==> config.mk <==
export PLATFORM = sky130hd
export DESIGN_NAME = column_line_ecc_codec_unit
export DESIGN_NICKNAME = d
export VERILOG_FILES = /design/src/design/clecc_pkg.sv /design/src/design/clecc_syndrome.sv /design/src/design/clecc_correct.sv /design/src/design/column_line_ecc_codec_unit.sv
export SDC_FILE = /design/constraint.sdc
export NUM_CORES = 1
export LEC_CHECK = 0
export ABC_AREA = 1
export BUFFER_PORTS_ARGS = -buffer_cell sky130_fd_sc_hd__buf_2
export CAP_MARGIN = 0
export CORE_ASPECT_RATIO = 2
export CORE_MARGIN = 2
export CORE_UTILIZATION = 45
export CTS_CLUSTER_SIZE = 12
export DETAILED_ROUTE_END_ITERATION = 8
export PLACE_DENSITY = 0.7
export RECOVER_POWER = 25
export SYNTH_ARGS = -nofsm -noshare
export SYNTH_HDL_FRONTEND = slang
export SYNTH_SLANG_ARGS = --single-unit
==> constraint.sdc <==
create_clock -name aclk -period 6.6 [get_ports aclk]
set_clock_uncertainty 0.2 [all_clocks]
set_input_delay 1.32 -clock aclk [delete_from_list [all_inputs] [get_ports aclk]]
set_output_delay 1.32 -clock aclk [all_outputs]
set_load 0.01 [all_outputs]
==> src/design/clecc_pkg.sv <==
// Package: payload types, status and action codes, and the shared code functions.
`timescale 1ns / 1ps

package clecc_pkg;

    // Action codes carried in the input word.
    localparam logic ACT_ENCODE = 1'b0;
    localparam logic ACT_DECODE = 1'b1;

    // Status codes carried in the result word.
    localparam logic [1:0] STATUS_CLEAN   = 2'd0;
    localparam logic [1:0] STATUS_FIXED   = 2'd1;
    localparam logic [1:0] STATUS_UNCORR  = 2'd2;

    // Codes returned by the syndrome decoder: 0 to 7 name a data bit.
    localparam logic [3:0] TGT_CHECK   = 4'd8;
    localparam logic [3:0] TGT_INVALID = 4'd9;

    // Input word.
    typedef struct packed {
        logic        action;
        logic [31:0] data_word;
        logic [31:0] check_word;
        logic        extra_parity;
    } in_word_t;

    // Result word.
    typedef struct packed {
        logic [31:0] data_out;
        logic [31:0] check_out;
        logic        parity_out;
        logic [1:0]  status;
    } out_word_t;

    // Syndromes of one word, passed from the syndrome stage to the correction stage.
    typedef struct packed {
        logic [3:0][3:0] row_cb;   // Hamming syndrome per byte row
        logic [3:0]      row_pa;   // overall row parity syndrome
        logic [7:0]      col_data; // data column syndromes
        logic [3:0]      col_chk;  // check-bit column syndromes
        logic            extra;    // syndrome of the parity over the row parities
    } synd_t;

    // Fresh check bits of one word.
    typedef struct packed {
        logic [31:0] check;
        logic        parity;
    } enc_t;

    // Four Hamming bits of one byte.
    function automatic logic [3:0] row_ham(input logic [7:0] b);
        return {^(b & 8'hF0), ^(b & 8'h8E), ^(b & 8'h6D), ^(b & 8'h5B)};
    endfunction

    // Maps a Hamming syndrome onto the bit it addresses.
    function automatic logic [3:0] syn_target(input logic [3:0] s);
        logic [3:0] t;
        case (s)
            4'd3:    t = 4'd0;
            4'd5:    t = 4'd1;
            4'd6:    t = 4'd2;
            4'd7:    t = 4'd3;
            4'd9:    t = 4'd4;
            4'd10:   t = 4'd5;
            4'd11:   t = 4'd6;
            4'd12:   t = 4'd7;
            4'd13,
            4'd14,
            4'd15:   t = TGT_INVALID;
            default: t = TGT_CHECK;
        endcase
        return t;
    endfunction

    // Builds the check word and extra parity from a data word.
    function automatic enc_t encode_word(input logic [31:0] d);
        enc_t       e;
        logic [7:0] b;
        logic [3:0] h;
        e = '0;
        for (int k = 0; k < 4; k++) begin
            b = d[8*k +: 8];
            h = row_ham(b);
            e.check[5*k +: 4] = h;
            e.check[5*k + 4]  = ^{h, b};
        end
        for (int k = 0; k < 8; k++) begin
            e.check[20 + k] = d[k] ^ d[k + 8] ^ d[k + 16] ^ d[k + 24];
        end
        for (int k = 0; k < 4; k++) begin
            e.check[28 + k] = e.check[k] ^ e.check[k + 5] ^ e.check[k + 10]
                            ^ e.check[k + 15];
        end
        e.parity = e.check[4] ^ e.check[9] ^ e.check[14] ^ e.check[19];
        return e;
    endfunction

endpackage

==> src/design/clecc_syndrome.sv <==
// Syndrome generator: compares stored check bits against those rebuilt from the data.
`timescale 1ns / 1ps

module clecc_syndrome
    import clecc_pkg::*;
(
    input  logic [31:0] data_word,
    input  logic [31:0] check_word,
    input  logic        extra_parity,
    output synd_t       synd
);

    // Row, column and extra parity syndromes.
    always_comb begin
        synd = '0;
        for (int k = 0; k < 4; k++) begin
            synd.row_cb[k] = check_word[5*k +: 4] ^ row_ham(data_word[8*k +: 8]);
            synd.row_pa[k] = ^check_word[5*k +: 5] ^ ^data_word[8*k +: 8];
        end
        for (int k = 0; k < 8; k++) begin
            synd.col_data[k] = data_word[k] ^ data_word[k + 8] ^ data_word[k + 16]
                             ^ data_word[k + 24] ^ check_word[20 + k];
        end
        for (int k = 0; k < 4; k++) begin
            synd.col_chk[k] = check_word[k] ^ check_word[k + 5] ^ check_word[k + 10]
                            ^ check_word[k + 15] ^ check_word[28 + k];
        end
        synd.extra = check_word[4] ^ check_word[9] ^ check_word[14] ^ check_word[19]
                   ^ extra_parity;
    end

endmodule

==> src/design/clecc_correct.sv <==
// Error classifier and data corrector, driven by the syndromes of one word.
`timescale 1ns / 1ps

module clecc_correct
    import clecc_pkg::*;
(
    input  logic        action,
    input  logic [31:0] data_word,
    input  synd_t       synd,
    output logic [31:0] data_out,
    output logic [1:0]  status
);

    logic [3:0]  row_cb_nz;
    logic [3:0]  row_any;
    logic        scb;
    logic        spa;
    logic        sp;
    logic [31:0] col_fix;
    logic [31:0] ham_fix;
    logic        ham_bad;
    logic [3:0]  tgt;

    // Summary flags over the rows and columns.
    always_comb begin
        for (int k = 0; k < 4; k++) begin
            row_cb_nz[k] = |synd.row_cb[k];
            row_any[k]   = row_cb_nz[k] | synd.row_pa[k];
        end
        scb = |row_cb_nz;
        spa = |synd.row_pa;
        sp  = (|synd.col_data) | (|synd.col_chk) | synd.extra;
    end

    // Column correction and per-row Hamming correction, both formed in parallel.
    always_comb begin
        col_fix = data_word;
        ham_fix = data_word;
        ham_bad = 1'b0;
        tgt     = '0;
        for (int k = 0; k < 4; k++) begin
            if (row_any[k]) begin
                col_fix[8*k +: 8] = data_word[8*k +: 8] ^ synd.col_data;
            end
            tgt = syn_target(synd.row_cb[k]);
            if (row_cb_nz[k]) begin
                if (!synd.row_pa[k] || tgt == TGT_INVALID) begin
                    ham_bad = 1'b1;
                end else if (tgt != TGT_CHECK) begin
                    ham_fix[8*k +: 8] = data_word[8*k +: 8] ^ (8'd1 << tgt[2:0]);
                end
            end
        end
    end

    // Outcome selection from the SCB, SPa and SP flags.
    always_comb begin
        data_out = data_word;
        status   = STATUS_CLEAN;
        if (action == ACT_DECODE) begin
            if (!scb && !spa && !sp) begin
                status = STATUS_CLEAN;
            end else if ((spa && !scb && !sp) || (scb && !spa && !sp)) begin
                status = STATUS_UNCORR;
            end else if ((spa && sp && !scb) || (scb && sp && !spa)
                         || (scb && spa && sp && $onehot(row_cb_nz))) begin
                data_out = col_fix;
                status   = STATUS_FIXED;
            end else if (ham_bad) begin
                status = STATUS_UNCORR;
            end else begin
                data_out = ham_fix;
                status   = STATUS_FIXED;
            end
        end
    end

endmodule

==> src/design/column_line_ecc_codec_unit.sv <==
// Top level: three-stage column/line ECC encoder and checker for 32-bit words.
`timescale 1ns / 1ps

// Column/line ECC codec for one 32-bit data word with a 32-bit check word.
// Input channel s_valid/s_ready/s_payload carries the action, the data word,
// the stored check word and the stored extra parity. With action encode the
// stored check bits are ignored and fresh ones are built from the data.
// With action decode the syndromes are formed, the data is corrected where
// the error pattern allows, and the result is re-encoded.
// Result channel m_valid/m_ready/m_payload returns the data, the fresh check
// word, the fresh extra parity and a status (clean, corrected, uncorrectable).
// Each input word gives exactly one result word.
// From acceptance to m_valid each word passes through the syndrome stage,
// the correction stage and the re-encoding stage, each ending in a register.
// Throughput is one word per cycle while m_ready stays high; the pipeline is fully overlapped.
// When the receiver holds m_ready low, the stages fill up and s_ready falls
// once all three hold a word; nothing is lost or repeated.
// A synchronous active-low reset on aresetn empties the pipeline.

module column_line_ecc_codec_unit
    import clecc_pkg::*;
(
    input  logic      aclk,
    input  logic      aresetn,
    input  logic      s_valid,
    output logic      s_ready,
    input  in_word_t  s_payload,
    output logic      m_valid,
    input  logic      m_ready,
    output out_word_t m_payload
);

    // Stage valid bits and stage enables.
    logic v1_reg, v1_next;
    logic v2_reg, v2_next;
    logic v3_reg, v3_next;
    logic en1, en2, en3;

    // Stage one: syndromes.
    logic        act1_reg;
    logic [31:0] data1_reg;
    synd_t       synd1_reg;
    synd_t       synd_next;

    // Stage two: corrected data and status.
    logic [31:0] data2_reg;
    logic [1:0]  status2_reg;
    logic [31:0] fix_data;
    logic [1:0]  fix_status;

    // Stage three: result word.
    out_word_t out_reg;
    enc_t      enc;

    // A stage takes a new word when it is empty or its word moves on.
    always_comb begin
        en3     = !v3_reg || m_ready;
        en2     = !v2_reg || en3;
        en1     = !v1_reg || en2;
        s_ready = en1;
        v1_next = en1 ? s_valid : v1_reg;
        v2_next = en2 ? v1_reg  : v2_reg;
        v3_next = en3 ? v2_reg  : v3_reg;
    end

    always_ff @(posedge aclk) begin
        if (!aresetn) begin
            v1_reg <= 1'b0;
            v2_reg <= 1'b0;
            v3_reg <= 1'b0;
        end else begin
            v1_reg <= v1_next;
            v2_reg <= v2_next;
            v3_reg <= v3_next;
        end
    end

    // Syndrome stage.
    clecc_syndrome u_syndrome (
        .data_word    (s_payload.data_word),
        .check_word   (s_payload.check_word),
        .extra_parity (s_payload.extra_parity),
        .synd         (synd_next)
    );

    always_ff @(posedge aclk) begin
        if (en1) begin
            act1_reg  <= s_payload.action;
            data1_reg <= s_payload.data_word;
            synd1_reg <= synd_next;
        end
    end

    // Correction stage.
    clecc_correct u_correct (
        .action    (act1_reg),
        .data_word (data1_reg),
        .synd      (synd1_reg),
        .data_out  (fix_data),
        .status    (fix_status)
    );

    always_ff @(posedge aclk) begin
        if (en2) begin
            data2_reg   <= fix_data;
            status2_reg <= fix_status;
        end
    end

    // Re-encoding stage.
    always_comb begin
        enc = encode_word(data2_reg);
    end

    always_ff @(posedge aclk) begin
        if (en3) begin
            out_reg.data_out   <= data2_reg;
            out_reg.check_out  <= enc.check;
            out_reg.parity_out <= enc.parity;
            out_reg.status     <= status2_reg;
        end
    end

    assign m_valid   = v3_reg;
    assign m_payload = out_reg;

endmodule
==> run metrics, run 1 <==
outcome finished, final reports clean; Slew @ Worst Pin 0.897 ns; area of the core 0.0258 mm²; setup slack on the worst flop-to-flop path 2.33 ns; Detailed Route WL 27300 µm; leakage power summed over all cells 6.51 nW; RSZ-0062 raised after global routing no; cell count after synthesis 1478; number of sinks on the clock net 186; Initial Utilization 45.8%; required time worst endpoint 5.08 ns; clock transition at the registers of the reported paths 0.06 ns; first-iteration detailed-routing DRC count 470; Gates resized, CTS repair 0; hold path endpoint m_payload[0]; mean post-synth cell area 7.98 µm²; Inserted Diodes 0; count of distinct cell types in the synthesized netlist 37; Main synth FF type edfxtp_1; Cell Area, Placed 0.0128 mm²; area share of the largest cell type after synthesis 42.5%; buffers from clock root to sink, at most 2; Worst Setup SP m_ready; max reg flops 67; signed area change from the synthesized netlist to the final layout 12.6%; type of the worst setup path in -> out; Vias/cell 4.90; setup TNS after final layout 0 ns; number of buffers inserted by hold repair at cts 0; final critical-path share of the clock period 69.8%; CP bufs+invs 5; horizontal die dimension 119 µm; wire length on met1 9650 µm; number of port buffers 138; number of global-route vias before repair 8973; dominant combinational cell family by area after synthesis simple AND/OR/NAND/NOR gates; leading cell types by total area after synthesis edfxtp_1 (43%), nand2_1 (18%), xnor2_1 (7.6%), inv_1 (5.8%), nand3_1 (5.1%); met2 wirelength from detailed routing 14900 µm; total overflow reported by the global router 0; startpoint kind of the worst setup timing path primary input; Worst Reg2Reg Path Length in Cells 12; vias 9626; buffer count from post-CTS setup fixing 0; share of synthesized registers carrying an async set or reset 0%; Avg WL per Cell 13.9 µm; number of H-tree levels 4; number of antenna violations at the first check in global routing 0; maximum fanout along the worst path 36; worst min-delay path category reg -> reg; detailed placement HPWL 22300 µm; number of maximum-capacitance constraint violations 0; Vert. Die Dim 233 µm; xor and xnor area share after synthesis 12.6%; Critical Path End Type primary output; Max Slew Vio Count 0; Slew headroom 40.0%; boundary pin count 139; fraction of the mapped netlist area in adder cells 0.700%; site row count 83; multiplexer share of the synthesized area 0%; Largest stage delay, worst path 0.54 ns; Setup Viol. Count Final 0; Post-synth EDFFs 167; count of synthesis-stage warnings from yosys 0; ratio of cells with drive above 1 in the final layout 11.7%; root buffer cell clkbuf_16; Worst VDD drop 0.213 mV; dominant cell by count in the synthesized netlist nand2_1; Final Net Count 1686; clock buffers created by TritonCTS 17; total DRC errors in the routed layout 0; areal power density over the cells 309 mW/mm²; compound-cell area share of the yosys netlist 2.62%; maximum number of pins on one net before global-route repair 70; most instantiated cells after synthesis nand2_1 (567), inv_1 (181), edfxtp_1 (167); post-route cell area 0.0133 mm²; clock latency reported for the late side of the worst-skew pair 0.45 ns; overall power of the completed layout 0.00411 W; highest routed layer met4; setup slack after layout 1.99 ns; met3 routed wirelength 929 µm; launch instance of the worst min-delay path status2_reg[0]; signal arrival time at the worst endpoint 3.09 ns; Global Route Usage Sum 20.4%; clock tree from TritonCTS yes; worst hold path depth 0; global-route wire length before repair 43700 µm; reg2reg end data2_reg[7]; highest achievable clock rate 217 MHz; start of the worst register-to-register path synd1_reg[21]; Pre-antenna DRT Iters 5; post-detailed-route count of antenna-violating nets 0; total of fill cells in the finished design 2569; number of hold violations in the final report 0; floorplan die area 0.0276 mm²; Post-Synthesis Cell Area 0.0118 mm²; cell breakdown of the critical path buf_2 -> inv_1 -> nand2_2 -> nor2_1 -> inv_2 -> nor2_4 -> inv_2 -> buf_2; flops & latches, synth 186; share of synthesized cell area in and, or, nand and nor gates 30.7%; number of nets in the synthesized netlist 1554; sequential cell area fraction in the yosys report 45.7%; Crit-path slowest cell nor2_4; cell type contributing the most total cell area after synthesis edfxtp_1; DP Worst Slack 1.94 ns; kind of cell adding the most delay to the critical path buffers and inverters; fin crit period 4.61 ns; last weighted congestion value of the routability-driven placer 0.912
## worst max-delay path by stage
stage | to | slack [ns] | cells past startpoint
2_1_floorplan | s_ready | 0.52 | 7
3_3_place_gp | s_ready | 1.96 | 8
3_5_place_dp | s_ready | 1.94 | 8
4_1_cts | s_ready | 1.94 | 8
5_1_grt | s_ready | 1.74 | 8
6_report | s_ready | 1.99 | 8
## worst register-to-register path, stage by stage, from the launching register on
cell	delay, ns
edfxtp_1	0.43
nor2_1	0.16
nand2_1	0.22
ha_1	0.36
ha_1	0.22
fa_1	0.47
nand3b_1	0.18
nand3_2	0.25
nand3_4	0.35
nand2_2	0.80
nand4_1	0.22
nand2_1	0.12
inv_1	0.04
## power by group
part	internal (W)	switching, W
clock network	0.000498	0.000465
logic	0.000498	0.000882
registers	0.00158	0.000184
total	0.00258	0.00153
## metrics by stage
stage | util (%) | hold WS [ns] | instances
after CTS | 51.8 | 0.222 | 1963
after global routing | 51.6 | 0.226 | 1963
after floorplan | - | 0.200 | 1478
after global placement | 49.6 | 0.202 | 1931
after detailed placement | 49.6 | 0.207 | 1931
final | 51.6 | 0.220 | 1963
## cell usage in the layout, fill, tap and decap left out, types with 13 or more instances in the layout
| cell | Yosys | layout |
|---|---|---|
| clkbuf_16 | 0 | 17 |
| nand3b_1 | 19 | 19 |
| dfxtp_1 | 19 | 19 |
| xnor2_1 | 102 | 102 |
| a21oi_1 | 21 | 21 |
| xor2_1 | 68 | 68 |
| or2_2 | 15 | 15 |
| inv_1 | 181 | 181 |
| nand2_1 | 567 | 566 |
| clkbuf_1 | 1 | 37 |
| buf_2 | 17 | 102 |
| o21ai_0 | 27 | 27 |
| nand4_1 | 41 | 41 |
| nor2_1 | 42 | 42 |
| inv_2 | 13 | 13 |
| nand3_1 | 121 | 121 |
| edfxtp_1 | 167 | 167 |
## cell type report
| cell class | instances | area (µm²) | share of cell area (%) |
|---|---|---|---|
| clock inverters | 14 | 131 | 0.989 |
| clock buffers | 18 | 429 | 3.23 |
| multi-input cells | 1070 | 5510 | 41.5 |
| well taps | 340 | 425 | 3.20 |
| flip-flops and latches | 186 | 5400 | 40.6 |
| repair buffers | 140 | 661 | 4.97 |
| inverters | 195 | 734 | 5.53 |
## kinds of logic after synthesis
family / Yosys count
fa+ha+maj: 6
flops: 186
xor+xnor: 170
simple gates: 835
buf+inv: 222
compound gates: 59
## routing by layer
metal	up-vias	track usage (%)
li1	4974	-
met1	4275	19.5
met2	286	39.6
met3	91	2.40
met4	0	14.1
met5	-	0
(Power assumes the default switching activity.)
==> run 2, diff against run 1 <==
--- a/config.mk
+++ b/config.mk
@@ -5,7 +5,7 @@
 export SDC_FILE = /design/constraint.sdc
 export NUM_CORES = 1
 export LEC_CHECK = 0
-export ABC_AREA = 1
+export ABC_AREA = 0
 export BUFFER_PORTS_ARGS = -buffer_cell sky130_fd_sc_hd__buf_2
 export CAP_MARGIN = 0
 export CORE_ASPECT_RATIO = 2
@@ -13,7 +13,7 @@
 export CORE_UTILIZATION = 45
 export CTS_CLUSTER_SIZE = 12
 export DETAILED_ROUTE_END_ITERATION = 8
-export PLACE_DENSITY = 0.7
+export PLACE_DENSITY = 0.74
 export RECOVER_POWER = 25
 export SYNTH_ARGS = -nofsm -noshare
 export SYNTH_HDL_FRONTEND = slang
==> constraint.sdc (replaced) <==
create_clock -name aclk -period 3.7 [get_ports aclk]
set_clock_uncertainty 0.2 [all_clocks]
set_input_delay 0.74 -clock aclk [delete_from_list [all_inputs] [get_ports aclk]]
set_output_delay 0.74 -clock aclk [all_outputs]
set_load 0.01 [all_outputs]
==> run 2 against run 1 <==
Compared with the run above: register-to-register slack worse by 2.3 ns; critical path type is now reg -> reg; die area down 18%; non-clock buffer count up 30; global-route usage down 0.78 points; clock power up 96%; setup slack worse by 2.0 ns; sequential cell count unchanged; final cell count down 41%; sequential power up 92%.
==> run metrics, run 2 <==
Critical Path End Type flop; buffers from clock root to sink, at most 2; dominant combinational cell family by area after synthesis XOR/XNOR gates; detailed placement HPWL 16800 µm; required time worst endpoint 3.67 ns; flops & latches, synth 186; number of antenna violations at the first check in global routing 0; horizontal die dimension 107 µm; share of synthesized registers carrying an async set or reset 0%; total DRC errors in the routed layout 0; Inserted Diodes 0; Avg WL per Cell 18.6 µm; mean post-synth cell area 13.7 µm²; leading cell types by total area after synthesis edfxtp_1 (52%), xnor2_1 (17%), xor2_1 (5.0%), dfxtp_1 (3.9%), xnor3_1 (3.0%); number of port buffers 138; Post-synth EDFFs 167; Final Core Density 55.7%; startpoint kind of the worst setup timing path flop; multiplexer share of the synthesized area 1.66%; Setup Viol. Count Final 0; vias 5905; Detailed Route WL 21600 µm; ratio of cells with drive above 1 in the final layout 24.0%; overall power of the completed layout 0.00810 W; setup TNS after final layout 0 ns; xor and xnor area share after synthesis 26.0%; clock transition at the registers of the reported paths 0.07 ns; last weighted congestion value of the routability-driven placer 0.912; root buffer cell clkbuf_16; first-iteration detailed-routing DRC count 195; Global Route Usage Sum 19.6%; maximum number of pins on one net before global-route repair 85; Worst Reg2Reg Path Length in Cells 13; Slew headroom 48.6%; Worst Setup SP synd1_reg[30]; setup slack on the worst flop-to-flop path 0.004 ns; Worst VDD drop 0.363 mV; Vias/cell 5.08; total of fill cells in the finished design 1796; final critical-path share of the clock period 99.9%; floorplan die area 0.0227 mm²; clock latency reported for the late side of the worst-skew pair 0.42 ns; count of synthesis-stage warnings from yosys 0; cell type contributing the most total cell area after synthesis edfxtp_1; commonest non-fill, non-tap cell in the layout xnor2_1; Max Slew Vio Count 0; boundary pin count 139; post-route cell area 0.0117 mm²; Initial Utilization 45.8%; area of the core 0.0210 mm²; area share of the largest cell type after synthesis 52.1%; compound-cell area share of the yosys netlist 4.65%; Slew @ Worst Pin 0.764 ns; Post-Synthesis Cell Area 0.00963 mm²; clock tree from TritonCTS yes; commonest non-fill, non-tap cells in the layout xnor2_1 (187), edfxtp_1 (167), buf_2 (101); number of sinks on the clock net 186; launch instance of the worst min-delay path status2_reg[0]; sequential cell area fraction in the yosys report 56.0%; number of maximum-capacitance constraint violations 0; Vert. Die Dim 211 µm; outcome finished, final reports clean; Pre-antenna DRT Iters 5; number of buffers inserted by hold repair at cts 0; clock buffers created by TritonCTS 17; leakage power summed over all cells 4.47 nW; start of the worst register-to-register path synd1_reg[30]; number of global-route vias before repair 5830; Final Net Count 958; fraction of the mapped netlist area in adder cells 0.857%; worst min-delay path category reg -> reg; dominant cell by count in the synthesized netlist xnor2_1; type of the worst setup path reg -> reg; maximum fanout along the worst path 11; max reg flops 67; total overflow reported by the global router 0; highest achievable clock rate 271 MHz; number of nets in the synthesized netlist 780; DP Worst Slack -0.115 ns; global-route wire length before repair 32200 µm; post-detailed-route count of antenna-violating nets 0; count of distinct cell types in the synthesized netlist 49; areal power density over the cells 691 mW/mm²; number of hold violations in the final report 0; capturing instance or port of the critical path data2_reg[6]; cell count after synthesis 704; RSZ-0062 raised after global routing yes; signal arrival time at the worst endpoint 3.67 ns; worst hold path depth 0; signed area change from the synthesized netlist to the final layout 21.6%; fin crit period 3.70 ns; share of synthesized cell area in and, or, nand and nor gates 9.64%; Cell Area, Placed 0.0109 mm²; number of H-tree levels 4; Main synth FF type edfxtp_1; most instantiated cells after synthesis xnor2_1 (187), edfxtp_1 (167), xor2_1 (55); setup slack after layout 0.00373 ns; reg2reg end data2_reg[6]; site row count 75
-- run 2: critical path, stage by stage, from the launching register on --
cell	delay, ns
edfxtp_1	0.38
or4_4	0.59
ha_4	0.27
ha_4	0.15
fa_1	0.45
nor3b_2	0.21
a211oi_2	0.07
buf_4	0.18
or3_4	0.34
a21oi_4	0.15
buf_12	0.15
buf_4	0.13
o21ai_2	0.05
xnor2_1	0.12
-- run 2: how the worst min path moves through the flow --
stage / end / slack (ns)
floorplan: m_payload[0] / 0.20
global placement: m_payload[0] / 0.20
detailed placement: m_payload[0] / 0.20
CTS: m_payload[0] / 0.21
global route: m_payload[0] / 0.22
finish: m_payload[0] / 0.21
-- run 2: area by class of cell --
type,count,area (µm²),share of cell area [%]
clock inverter,13,191,1.63
multi-input combinational,498,4340,37.0
timing repair buffer,170,991,8.46
clock buffer,17,425,3.63
tap,269,337,2.87
sequential,186,5400,46.1
inverter,9,36.3,0.310
-- run 2: layer usage --
metal	part of all wire, %	global-route usage, %
met5	0	0
met4	6.0	11.0
met3	3.3	2.62
met2	58	39.0
met1	33	18.3
-- run 2: repair_timing --
item	in CTS	in global routing
endpoints found under the setup margin	24	32
pin swaps	5	4
setup buffers	4	1
endpoints found under the hold margin	0	0
cloned	2	0
resized for setup	21	12
-- run 2: cells by family after synthesis --
family                     Yosys count
and+or+nand+nor                    159
adders and majority gates            6
xor gates and xnor gates           259
DFF                                186
AOI/OAI and AO/OA                   58
muxes                               16
buffers and inverters               20
-- run 2: where the power goes --
group / internal, W / total, W / switching, W
registers: 0.00298 / 0.00338 / 0.000408
logic: 0.00137 / 0.00282 / 0.00145
clock network: 0.00113 / 0.00189 / 0.000756
-- run 2: metrics by stage --
step	std cells	hold WS (ns)
floorplan	704	0.200
global placement	1125	0.203
detailed placement	1125	0.205
CTS	1161	0.212
global route	1162	0.224
finish	1162	0.213
